$ cat src/hw/rtl/ppa_pkg.sv
package ppa_pkg;

	// Grid geometry limits.
	localparam int MAX_WIDTH = 64;
	localparam int COL_W     = $clog2(MAX_WIDTH);
	localparam int ROW_W     = 12;
	localparam int CFG_IDX_W = 3;
	localparam int CFG_DAT_W = 12;

	// Register indexes of the configuration port.
	localparam logic [CFG_IDX_W-1:0] CFG_GRID_WIDTH      = 3'd0;
	localparam logic [CFG_IDX_W-1:0] CFG_GRID_HEIGHT     = 3'd1;
	localparam logic [CFG_IDX_W-1:0] CFG_RABBIT_MAX_AGE  = 3'd2;
	localparam logic [CFG_IDX_W-1:0] CFG_FOX_MAX_AGE     = 3'd3;
	localparam logic [CFG_IDX_W-1:0] CFG_FOX_CROWD_LIMIT = 3'd4;

	// Register reset values.
	localparam logic [6:0]       RST_GRID_WIDTH      = 7'd40;
	localparam logic [ROW_W-1:0] RST_GRID_HEIGHT     = 12'd40;
	localparam logic [2:0]       RST_RABBIT_MAX_AGE  = 3'd3;
	localparam logic [2:0]       RST_FOX_MAX_AGE     = 3'd6;
	localparam logic [3:0]       RST_FOX_CROWD_LIMIT = 4'd5;

	// Spawn thresholds for an empty cell and the age ceiling.
	localparam logic [3:0] SPAWN_FOX_MIN    = 4'd1;
	localparam logic [3:0] SPAWN_RABBIT_MIN = 4'd1;
	localparam logic [3:0] SPAWN_GRASS_MIN  = 4'd0;
	localparam logic [2:0] AGE_TOP          = 3'd7;

	typedef enum logic [1:0] {
		K_EMPTY  = 2'd0,
		K_GRASS  = 2'd1,
		K_RABBIT = 2'd2,
		K_FOX    = 2'd3
	} kind_t;

	// One grid cell as stored: age above kind.
	typedef struct packed {
		logic [2:0] age;
		kind_t      kind;
	} cell_t;

	// One line buffer entry: the cell two rows up and the cell one row up.
	typedef struct packed {
		cell_t up;
		cell_t mid;
	} line_entry_t;

endpackage

$ cat src/hw/rtl/ppa_line_buf.sv
module ppa_line_buf (
	input  logic                       clk,
	input  logic                       rd_en,
	input  logic [ppa_pkg::COL_W-1:0]  rd_addr,
	output ppa_pkg::line_entry_t       rd_data,
	input  logic                       wr_en,
	input  logic [ppa_pkg::COL_W-1:0]  wr_addr,
	input  ppa_pkg::line_entry_t       wr_data
);
	import ppa_pkg::*;

	line_entry_t mem [MAX_WIDTH];

	// Both rows of the column live in one entry; the read data is registered.
	always_ff @(posedge clk) begin
		if (wr_en) begin
			mem[wr_addr] <= wr_data;
		end
		if (rd_en) begin
			rd_data <= mem[rd_addr];
		end
	end

endmodule

$ cat src/hw/rtl/ppa_evolve.sv
module ppa_evolve (
	input  ppa_pkg::cell_t [8:0]  win,
	input  logic [2:0]            rabbit_max_age,
	input  logic [2:0]            fox_max_age,
	input  logic [3:0]            fox_crowd_limit,
	output ppa_pkg::kind_t        kind,
	output logic [2:0]            age
);
	import ppa_pkg::*;

	// Count of one kind among three cells.
	function automatic logic [1:0] count3(cell_t a, cell_t b, cell_t c, kind_t k);
		logic [1:0] n;
		n = {1'b0, a.kind == k} + {1'b0, b.kind == k} + {1'b0, c.kind == k};
		return n;
	endfunction

	function automatic logic [3:0] count9(cell_t [8:0] w, kind_t k);
		logic [1:0] r0, r1, r2;
		r0 = count3(w[0], w[1], w[2], k);
		r1 = count3(w[3], w[4], w[5], k);
		r2 = count3(w[6], w[7], w[8], k);
		return {2'b00, r0} + {2'b00, r1} + {2'b00, r2};
	endfunction

	logic [3:0] n_grass, n_rabbit, n_fox;
	logic [2:0] aged;
	cell_t      ctr;

	assign ctr      = win[4];
	assign n_grass  = count9(win, K_GRASS);
	assign n_rabbit = count9(win, K_RABBIT);
	assign n_fox    = count9(win, K_FOX);
	assign aged     = (ctr.age >= AGE_TOP) ? AGE_TOP : ctr.age + 3'd1;

	// Survival, death and spawn rules for the center cell.
	always_comb begin
		kind = K_EMPTY;
		age  = 3'd0;
		case (ctr.kind)
			K_GRASS: begin
				if (n_grass > n_rabbit) kind = K_GRASS;
			end
			K_RABBIT: begin
				if (n_fox < n_rabbit && ctr.age <= rabbit_max_age) begin
					kind = K_RABBIT;
					age  = aged;
				end
			end
			K_FOX: begin
				if (n_fox <= fox_crowd_limit && ctr.age <= fox_max_age) begin
					kind = K_FOX;
					age  = aged;
				end
			end
			default: begin
				if (n_fox > SPAWN_FOX_MIN) kind = K_FOX;
				else if (n_rabbit > SPAWN_RABBIT_MIN) kind = K_RABBIT;
				else if (n_grass > SPAWN_GRASS_MIN) kind = K_GRASS;
			end
		endcase
	end

endmodule

$ cat src/hw/rtl/predator_prey_automaton_step_top.sv
// Channel   Direction  Handshake                Payload
// input     in         in_valid / in_ready      cell_kind, cell_age
// output    out        out_valid / out_ready    out_row, out_col, new_kind, new_age, frame_done
// config    in         cfg_we                   cfg_index, cfg_data
//
// One cell is taken per clock while the output is not stalled. Each result passes
// through three register stages (line buffer read, window shift, rule evaluation).
// Reset clears the counters, the stage valid bits and the registers to their defaults;
// the line buffers and window are not cleared, as unwritten entries never reach a result.
// A stalled output holds its result while the stages behind it keep filling until full.
module predator_prey_automaton_step_top (
	input  logic                          clk,
	input  logic                          arst_n,
	input  logic                          in_valid,
	output logic                          in_ready,
	input  logic [1:0]                    cell_kind,
	input  logic [2:0]                    cell_age,
	output logic                          out_valid,
	input  logic                          out_ready,
	output logic [ppa_pkg::ROW_W-1:0]     out_row,
	output logic [ppa_pkg::COL_W-1:0]     out_col,
	output logic [1:0]                    new_kind,
	output logic [2:0]                    new_age,
	output logic                          frame_done,
	input  logic                          cfg_we,
	input  logic [ppa_pkg::CFG_IDX_W-1:0] cfg_index,
	input  logic [ppa_pkg::CFG_DAT_W-1:0] cfg_data
);
	import ppa_pkg::*;

	typedef struct packed {
		cell_t            din;
		logic [COL_W-1:0] col;
		logic [ROW_W-1:0] row_m1;
		logic [COL_W-1:0] col_m1;
		logic             inrange;
		logic             emit;
		logic             frame;
	} s1_t;

	// Configuration registers.
	logic [6:0]       grid_width_q;
	logic [ROW_W-1:0] grid_height_q;
	logic [2:0]       rabbit_max_age_q;
	logic [2:0]       fox_max_age_q;
	logic [3:0]       fox_crowd_limit_q;

	logic [6:0]       w_eff;
	logic [ROW_W-1:0] h_eff;
	logic [COL_W-1:0] col_q;
	logic [ROW_W-1:0] row_q;
	logic [COL_W:0]   col_inc;
	logic [ROW_W:0]   row_inc;

	logic             in_xfer;
	logic             s1_v, s1_adv, s2_v, s2_adv, s2_free, out_free;
	s1_t              s1;
	line_entry_t      rd_s1;
	logic             lb_wr_en;
	line_entry_t      lb_wr_data;

	cell_t [8:0]      win_q;
	logic [ROW_W-1:0] row_s2;
	logic [COL_W-1:0] col_s2;
	logic             emit_s2, frame_s2;

	kind_t            ev_kind;
	logic [2:0]       ev_age;
	logic             out_valid_q;

	// Configuration writes.
	always_ff @(posedge clk or negedge arst_n) begin
		if (!arst_n) begin
			grid_width_q      <= RST_GRID_WIDTH;
			grid_height_q     <= RST_GRID_HEIGHT;
			rabbit_max_age_q  <= RST_RABBIT_MAX_AGE;
			fox_max_age_q     <= RST_FOX_MAX_AGE;
			fox_crowd_limit_q <= RST_FOX_CROWD_LIMIT;
		end else if (cfg_we) begin
			unique case (cfg_index)
				CFG_GRID_WIDTH:      grid_width_q      <= cfg_data[6:0];
				CFG_GRID_HEIGHT:     grid_height_q     <= cfg_data[ROW_W-1:0];
				CFG_RABBIT_MAX_AGE:  rabbit_max_age_q  <= cfg_data[2:0];
				CFG_FOX_MAX_AGE:     fox_max_age_q     <= cfg_data[2:0];
				CFG_FOX_CROWD_LIMIT: fox_crowd_limit_q <= cfg_data[3:0];
				default: ;
			endcase
		end
	end

	// Effective grid size, clamped to the supported range.
	always_comb begin
		if (grid_width_q < 7'd3) w_eff = 7'd3;
		else if (grid_width_q > 7'(MAX_WIDTH)) w_eff = 7'(MAX_WIDTH);
		else w_eff = grid_width_q;
		h_eff = (grid_height_q < 12'd3) ? 12'd3 : grid_height_q;
	end

	// Handshake chain from the output back to the input.
	assign out_free = !out_valid_q || out_ready;
	assign s2_adv   = s2_v && (!emit_s2 || out_free);
	assign s2_free  = !s2_v || s2_adv;
	assign s1_adv   = s1_v && s2_free;
	assign in_ready = !s1_v || s1_adv;
	assign in_xfer  = in_valid && in_ready;

	assign col_inc = {1'b0, col_q} + 1'b1;
	assign row_inc = {1'b0, row_q} + 1'b1;

	// Raster position counters advance on every input transfer.
	always_ff @(posedge clk or negedge arst_n) begin
		if (!arst_n) begin
			col_q <= '0;
			row_q <= '0;
		end else if (in_xfer) begin
			if (col_inc >= {1'b0, w_eff}) begin
				col_q <= '0;
				row_q <= (row_inc >= {1'b0, h_eff}) ? '0 : row_inc[ROW_W-1:0];
			end else begin
				col_q <= col_inc[COL_W-1:0];
			end
		end
	end

	// Stage 1: the incoming cell and its position flags.
	always_ff @(posedge clk or negedge arst_n) begin
		if (!arst_n) begin
			s1_v <= 1'b0;
		end else if (in_ready) begin
			s1_v <= in_valid;
		end
	end

	always_ff @(posedge clk) begin
		if (in_xfer) begin
			s1.din     <= '{age: cell_age, kind: kind_t'(cell_kind)};
			s1.col     <= col_q;
			s1.row_m1  <= row_q - 12'd1;
			s1.col_m1  <= col_q - 6'd1;
			s1.inrange <= ({1'b0, col_q} < w_eff) && (row_q < h_eff);
			s1.emit    <= ({1'b0, col_q} < w_eff) && (row_q < h_eff)
				&& (row_q >= 12'd2) && (col_q >= 6'd2);
			s1.frame   <= (row_q == h_eff - 12'd1) && ({1'b0, col_q} == w_eff - 7'd1);
		end
	end

	// Line buffers: read on transfer, write back shifted rows as the cell moves on.
	assign lb_wr_en   = s1_adv && s1.inrange;
	assign lb_wr_data = '{up: rd_s1.mid, mid: s1.din};

	ppa_line_buf u_line_buf (
		.clk     (clk),
		.rd_en   (in_xfer),
		.rd_addr (col_q),
		.rd_data (rd_s1),
		.wr_en   (lb_wr_en),
		.wr_addr (s1.col),
		.wr_data (lb_wr_data)
	);

	// Stage 2: the 3x3 window shifts left and takes the new column.
	always_ff @(posedge clk or negedge arst_n) begin
		if (!arst_n) begin
			s2_v <= 1'b0;
		end else if (s2_free) begin
			s2_v <= s1_v;
		end
	end

	always_ff @(posedge clk) begin
		if (s1_adv) begin
			row_s2   <= s1.row_m1;
			col_s2   <= s1.col_m1;
			emit_s2  <= s1.emit;
			frame_s2 <= s1.frame;
			if (s1.inrange) begin
				win_q[0] <= win_q[1];
				win_q[1] <= win_q[2];
				win_q[2] <= rd_s1.up;
				win_q[3] <= win_q[4];
				win_q[4] <= win_q[5];
				win_q[5] <= rd_s1.mid;
				win_q[6] <= win_q[7];
				win_q[7] <= win_q[8];
				win_q[8] <= s1.din;
			end
		end
	end

	ppa_evolve u_evolve (
		.win             (win_q),
		.rabbit_max_age  (rabbit_max_age_q),
		.fox_max_age     (fox_max_age_q),
		.fox_crowd_limit (fox_crowd_limit_q),
		.kind            (ev_kind),
		.age             (ev_age)
	);

	// Output register: only interior cells are handed on.
	always_ff @(posedge clk or negedge arst_n) begin
		if (!arst_n) begin
			out_valid_q <= 1'b0;
		end else if (out_free) begin
			out_valid_q <= s2_v && emit_s2;
		end
	end

	always_ff @(posedge clk) begin
		if (out_free && s2_v && emit_s2) begin
			out_row    <= row_s2;
			out_col    <= col_s2;
			new_kind   <= ev_kind;
			new_age    <= ev_age;
			frame_done <= frame_s2;
		end
	end

	assign out_valid = out_valid_q;

	// The last interior cell sits one column left of the right border.
	a_frame_col: assert property (@(posedge clk) disable iff (!arst_n)
		out_valid_q && frame_done |-> ({1'b0, out_col} == w_eff - 7'd2))
		else $error("frame_done on a column other than the last interior one");

	// A column is never written back in the cycle it is read for a new cell.
	a_lb_conflict: assert property (@(posedge clk) disable iff (!arst_n)
		lb_wr_en && in_xfer |-> (s1.col != col_q))
		else $error("line buffer read and write collide on one column");

	// Reported cells are never on the top or left border.
	a_interior: assert property (@(posedge clk) disable iff (!arst_n)
		out_valid_q |-> (out_row != 12'd0) && (out_col != 6'd0))
		else $error("border cell reported");

endmodule

$ cat config.mk
export PLATFORM = sky130hd
export DESIGN_NAME = predator_prey_automaton_step_top
export DESIGN_NICKNAME = d
export VERILOG_FILES = /design/src/hw/rtl/ppa_pkg.sv /design/src/hw/rtl/ppa_line_buf.sv /design/src/hw/rtl/ppa_evolve.sv /design/src/hw/rtl/predator_prey_automaton_step_top.sv
export SDC_FILE = /design/constraint.sdc
export NUM_CORES = 1
export LEC_CHECK = 0
export BUFFER_PORTS_ARGS = -buffer_cell sky130_fd_sc_hd__clkbuf_2
export CAP_MARGIN = 20
export CELL_PAD_IN_SITES_DETAIL_PLACEMENT = 1
export CELL_PAD_IN_SITES_GLOBAL_PLACEMENT = 1
export CORE_ASPECT_RATIO = 0.7
export CORE_MARGIN = 4
export CORE_UTILIZATION = 60
export DETAILED_ROUTE_END_ITERATION = 8
export PLACE_DENSITY_LB_ADDON = 0.3
export SYNTH_ARGS = -nofsm -noshare
export SYNTH_HDL_FRONTEND = slang
export SYNTH_HIERARCHICAL = 1
export SYNTH_SLANG_ARGS = --single-unit
$ cat constraint.sdc
create_clock -name clk -period 7.18 [get_ports clk]
set_clock_uncertainty 0.2 [all_clocks]
set_input_delay 2.154 -clock clk [delete_from_list [all_inputs] [get_ports clk]]
set_output_delay 2.154 -clock clk [all_outputs]
set_load 0.02 [all_outputs]
==> results_dict.tcl, run 1 <==
set metrics [dict create \
    status "complete, no violations" \
    cts-resized-gates 0 \
    post_route_cells_drive_above_1_share_pct 20.7 \
    rsz0062_at_grt "false" \
    viasPerCell 6.56 \
    criticalPathCategory "in2out" \
    netlist_area_um2 26200 \
    port_buffers 50 \
    worstPathArrival_ns 3.04 \
    rr_worst_depth 15 \
    ioPinCount 51 \
    path_max_fanout 4 \
    grt_max_degree 66 \
    vias 14596 \
    drt_iter0_drc 1574 \
    tightest_slew_ns 1.02 \
    r2r_slack_ns 2.15 \
    die_h_um 183 \
    timing.fmax_mhz 185 \
    areaGrowthSynthToFinish_pct 10.2 \
    clkSinkCount 605 \
    ys_warn_count 6 \
    fin_util_pct 67.6 \
    nets 1702 \
    maxCapViolations 0 \
    fin_crit_ns 5.39 \
    peakVddDrop_uv 249 \
    fin_cells 2226 \
    start_util_pct 61.3 \
    postRouteAntennaNets 0 \
    cts_buffers 54 \
    die-area_um2 47100 \
    dr_wl_met2_um 31800 \
    die_w_um 258 \
    cp-startpoint "out_ready" \
    min_delay_path_depth 0 \
    drc 0 \
    antenna_found_initial 1 \
    post_cts_buffers 0 \
    clkTransAtPathRegs_ns 0.06 \
    min_path_type "reg2reg" \
    finalWirelength_um 66800 \
    clk_path_buf_depth 3 \
    gp_congestion 0.828 \
    core_area_um2 42700 \
    wl_met3_um 6030 \
    post-dp-hpwl_um 42900 \
    rows 63 \
    dp_cells 2122 \
    relSlewSlack_pct 31.8 \
    fin_tns_setup_ns 0 \
    syn-instance-count 1549 \
    htree_levels 2 \
    whs_ns 0.225 \
    r2r_start "win_q[0]" \
    synth_area_per_cell_um2 16.9 \
    cts_hold_buffers 0 \
    grt_pass1_wl_um 101000 \
    grt-ovfl-total 0 \
    hold_path.startpoint "s1[4]" \
    root_buffer "clkbuf_16" \
    finalSetupViolations 0 \
    wl_per_cell_um 30.0 \
    top_layer "met4" \
    drtPass1Iterations 5 \
    cellLeakagePower_nw 9.76 \
    wl_met1_um 27900 \
    synth.net_count 1654 \
    fin_crit_sh_pct 75.1 \
    clk_latency_ns 0.59 \
    crit_path_end_kind "output port" \
    p_per_area_nw_per_um2 402 \
    cts_tree "built" \
    grt_pass1_vias 15383 \
    antennaDiodeCount 0 \
    hold_violations 0 \
    maxSlewViolCount 0 \
    required_ns 4.83 \
    grt_usage_pct 29.0 \
    startpoint_type "input port" \
]
==> metrics by stage <==
stage | power [W] | area, um2 | setup WS (ns)
4_1_cts | 0.0116 | 28800 | 1.80
3_5_place_dp | 0.00847 | 26900 | 1.81
6_report | 0.0116 | 28900 | 1.79
5_1_grt | 0.0122 | 28900 | 1.76
2_1_floorplan | 0.00733 | 26200 | 2.12
3_3_place_gp | 0.00819 | 26900 | 1.86
==> state kept, by name, summed over array words and instances (netlist names) <==
name and count:
u_line_buf/mem 448, s1 27, win_q 24, grid_height_q 12, out_row 12, row_q 12
row_s2 12, grid_width_q 7, u_line_buf/rd_data 7, col_q 6, col_s2 6, out_col 6
lb_wr_data 5, fox_crowd_limit_q 4, fox_max_age_q 3, new_age 3, rabbit_max_age_q 3, new_kind 2
emit_s2 1, frame_done 1, frame_s2 1, out_valid 1, s1_v 1, s2_v 1
==> routing by layer <==
layer | global-route usage (%) | vias to the layer above
met5 | 0 | -
met4 | 5.18 | 0
met3 | 5.91 | 88
met2 | 46.0 | 710
met1 | 43.4 | 7683
li1 | - | 6115
==> area by class of cell <==
| type | instances | area (um2) |
|---|---|---|
| Tap cell | 585 | 732 |
| Timing Repair Buffer | 74 | 468 |
| Fill cell | 3659 | 13900 |
| Clock inverter | 39 | 468 |
| Sequential cell | 605 | 17900 |
| Multi-Input combinational cell | 806 | 7650 |
| Inverter | 56 | 210 |
| Clock buffer | 61 | 1400 |
==> cells in the final DEF, fill, tap and decap left out, drive strengths merged, types with 31 or more instances in the layout <==
cell / count
clkbuf: 112
nor2b: 31
nor2: 98
mux2i: 39
edfxtp: 555
o21ai: 41
mux4: 113
ha: 65
inv: 60
nand2: 76
dfrtp: 40
==> worst max-delay path: stages <==
cell,delay (ns)
clkbuf_2,0.09
nand4b_1,0.26
or2_2,0.36
clkbuf_2,0.17
==> final timing paths <==
kind                                   end
worst max-delay path              in_ready
worst min-delay path             col_s2[1]
worst max register to register  new_age[2]
worst min register to register   col_s2[1]
max in group asynchronous         col_q[0]
min in group asynchronous         row_q[1]
==> report_power, final <==
group	internal [W]	switching, W
logic	0.00161	0.00226
clock network	0.00174	0.00131
registers	0.00434	0.000363
total	0.00768	0.00394
No activity file was read; power rests on OpenSTA's default activity.
==> run 2, diff against run 1 <==
--- a/config.mk
+++ b/config.mk
@@ -5,13 +5,14 @@
 export SDC_FILE = /design/constraint.sdc
 export NUM_CORES = 1
 export LEC_CHECK = 0
+export ABC_AREA = 1
 export BUFFER_PORTS_ARGS = -buffer_cell sky130_fd_sc_hd__clkbuf_2
 export CAP_MARGIN = 20
 export CELL_PAD_IN_SITES_DETAIL_PLACEMENT = 1
 export CELL_PAD_IN_SITES_GLOBAL_PLACEMENT = 1
 export CORE_ASPECT_RATIO = 0.7
 export CORE_MARGIN = 4
-export CORE_UTILIZATION = 60
+export CORE_UTILIZATION = 52
 export DETAILED_ROUTE_END_ITERATION = 8
 export PLACE_DENSITY_LB_ADDON = 0.3
 export SYNTH_ARGS = -nofsm -noshare
==> constraint.sdc (replaced) <==
create_clock -name clk -period 5.5 [get_ports clk]
set_clock_uncertainty 0.2 [all_clocks]
set_input_delay 1.65 -clock clk [delete_from_list [all_inputs] [get_ports clk]]
set_output_delay 1.65 -clock clk [all_outputs]
set_load 0.02 [all_outputs]
==> run 2 against run 1 <==
Effect of this change: flip-flop and latch count is the same; non-clock buffer count increased by 22; total power up 35%; sequential power grew 30%; synthesized cell count rose by 62%; first-iteration DRC count grew 27%; critical path depth increased by 2; register-to-register slack worse by 1.1 ns; sequential share of layout area shrank 2.4 points; utilization shrank 10 points; final cell count up 46%; final area rose by 4.0%; critical endpoint unchanged; highest routed layer is now met5.
==> results_dict.tcl, run 2 <==
set metrics [dict create \
    cts_hold_buffers 0 \
    critPathBufInv 3 \
    cts_tree "built" \
    die_w_um 282 \
    rr_worst_depth 19 \
    synth_area_per_cell_um2 10.9 \
    crit_path_end_kind "output port" \
    port_buffers 50 \
    cp_top_family "simple AND/OR/NAND/NOR gates" \
    final_cell_mix "749 x nand2_1, 555 x edfxtp_1, 435 x nand3_1, 144 x inv_1, 141 x nor2_1" \
    vias 19161 \
    clk_path_buf_depth 3 \
    root_buffer "clkbuf_16" \
    placed_area_um2 27900 \
    postRouteAntennaNets 0 \
    die_h_um 200 \
    path_max_fanout 3 \
    ys_warn_count 6 \
    r2r_slack_ns 1.03 \
    endpoint "in_ready" \
    min_path_type "reg2reg" \
    startpoint_type "input port" \
    p_per_area_nw_per_um2 522 \
    status "complete, no violations" \
    required_ns 3.65 \
    gp_congestion 0.888 \
    antennaDiodeCount 0 \
    antenna_found_initial 2 \
    reg.largest.list "u_line_buf/mem (448), s1 (27), win_q (24)" \
    tightest_slew_ns 1.09 \
    finalWirelength_um 78900 \
    clkTransAtPathRegs_ns 0.07 \
    rsz0062_at_grt "false" \
    rows 70 \
    cts-resized-gates 0 \
    die-area_um2 56500 \
    htree_levels 2 \
    clkSinkCount 605 \
    fillerInstances 5485 \
    cp-startpoint "out_ready" \
    maxCapViolations 0 \
    syn-instance-count 2517 \
    start_util_pct 52.5 \
    final_common_cell "nand2_1" \
    grt_usage_pct 28.0 \
    drt_iter0_drc 2006 \
    wl_per_cell_um 24.3 \
    grt_pass1_wl_um 121000 \
    r2r_start "win_q[6]" \
    netlist_area_um2 27400 \
    viasPerCell 5.89 \
    timing.fmax_mhz 221 \
    peakVddDrop_uv 297 \
    critPathMaxStageDelay_ns 0.29 \
    cellLeakagePower_nw 11.8 \
    nets 2625 \
    fin_tns_setup_ns 0 \
    hold_violations 0 \
    grt-ovfl-total 0 \
    drc 0 \
    largest_register_ffs 448 \
    clk_latency_ns 0.63 \
    ioPinCount 51 \
    reg2reg_to "new_age[2]" \
    fin_crit_sh_pct 82.3 \
    cts_buffers 57 \
    maxSlewViolCount 0 \
    cp.depth 6 \
    worstPathArrival_ns 2.68 \
    core_area_um2 52200 \
    post_route_cells_drive_above_1_share_pct 9.11 \
    crit_path_top_delay_cell "nor2_1" \
    relSlewSlack_pct 27.0 \
    post-dp-hpwl_um 50200 \
    drtPass1Iterations 7 \
    synth.net_count 2622 \
    finalSetupViolations 0 \
    areaGrowthSynthToFinish_pct 9.51 \
    post_cts_buffers 0 \
    power_w 0.0157 \
    grt_max_degree 140 \
    criticalPathCategory "in2out" \
    final_cell_area_um2 30000 \
    crit_path_cell_trace "clkbuf_2, nor2_1, inv_1, nor2_1, nand2_1, clkbuf_2" \
    largest_register "u_line_buf/mem" \
    grt_pass1_vias 20223 \
    fin_crit_ns 4.53 \
]
==> run 2: per-layer routing <==
layer	share of wire, %	GRT usage [%]
met1	43	40.0
met2	47	44.2
met3	8.1	6.35
met4	2.2	7.04
met5	0.016	0
==> run 2: stage by stage <==
step / instances / hold slack, ns / util, % / setup WS [ns]
CTS: 3248 / 0.210 / 57.4 / 0.975
finish: 3252 / 0.217 / 57.5 / 0.974
floorplan: 2517 / 0.200 / - / 0.686
global route: 3252 / 0.219 / 57.5 / 0.735
global placement: 3140 / 0.203 / 53.5 / 1.06
detailed placement: 3141 / 0.206 / 53.5 / 0.880
==> run 2: cell type report <==
| type | count | area (um2) | area share [%] |
|---|---|---|---|
| inverters | 155 | 589 | 1.96 |
| repair buffers | 96 | 651 | 2.17 |
| flip-flops and latches | 605 | 17900 | 59.7 |
| well taps | 684 | 856 | 2.85 |
| multi-input cells | 1605 | 7980 | 26.6 |
| clock buffers | 66 | 1480 | 4.93 |
| clock inverters | 41 | 529 | 1.76 |
==> run 2: worst min path at each step <==
| stage | depth (start not counted) | end | from |
|---|---|---|---|
| floorplan | 0 | col_s2[0] | s1[3] |
| global placement | 0 | row_s2[5] | s1[14] |
| detailed placement | 0 | win_q[29] | u_line_buf/rd_data[4] |
| CTS | 0 | row_s2[1] | s1[10] |
| global route | 0 | row_s2[1] | s1[10] |
| finish | 0 | row_s2[10] | s1[19] |
==> run 2: power by group <==
group / internal [W] / leakage (nW) / switching (W) / total [W]
logic: 0.00160 / 5.11 / 0.00369 / 0.00529
registers: 0.00568 / 5.68 / 0.000450 / 0.00613
clock network: 0.00250 / 0.969 / 0.00177 / 0.00426
total: 0.00977 / 11.8 / 0.00591 / 0.0157
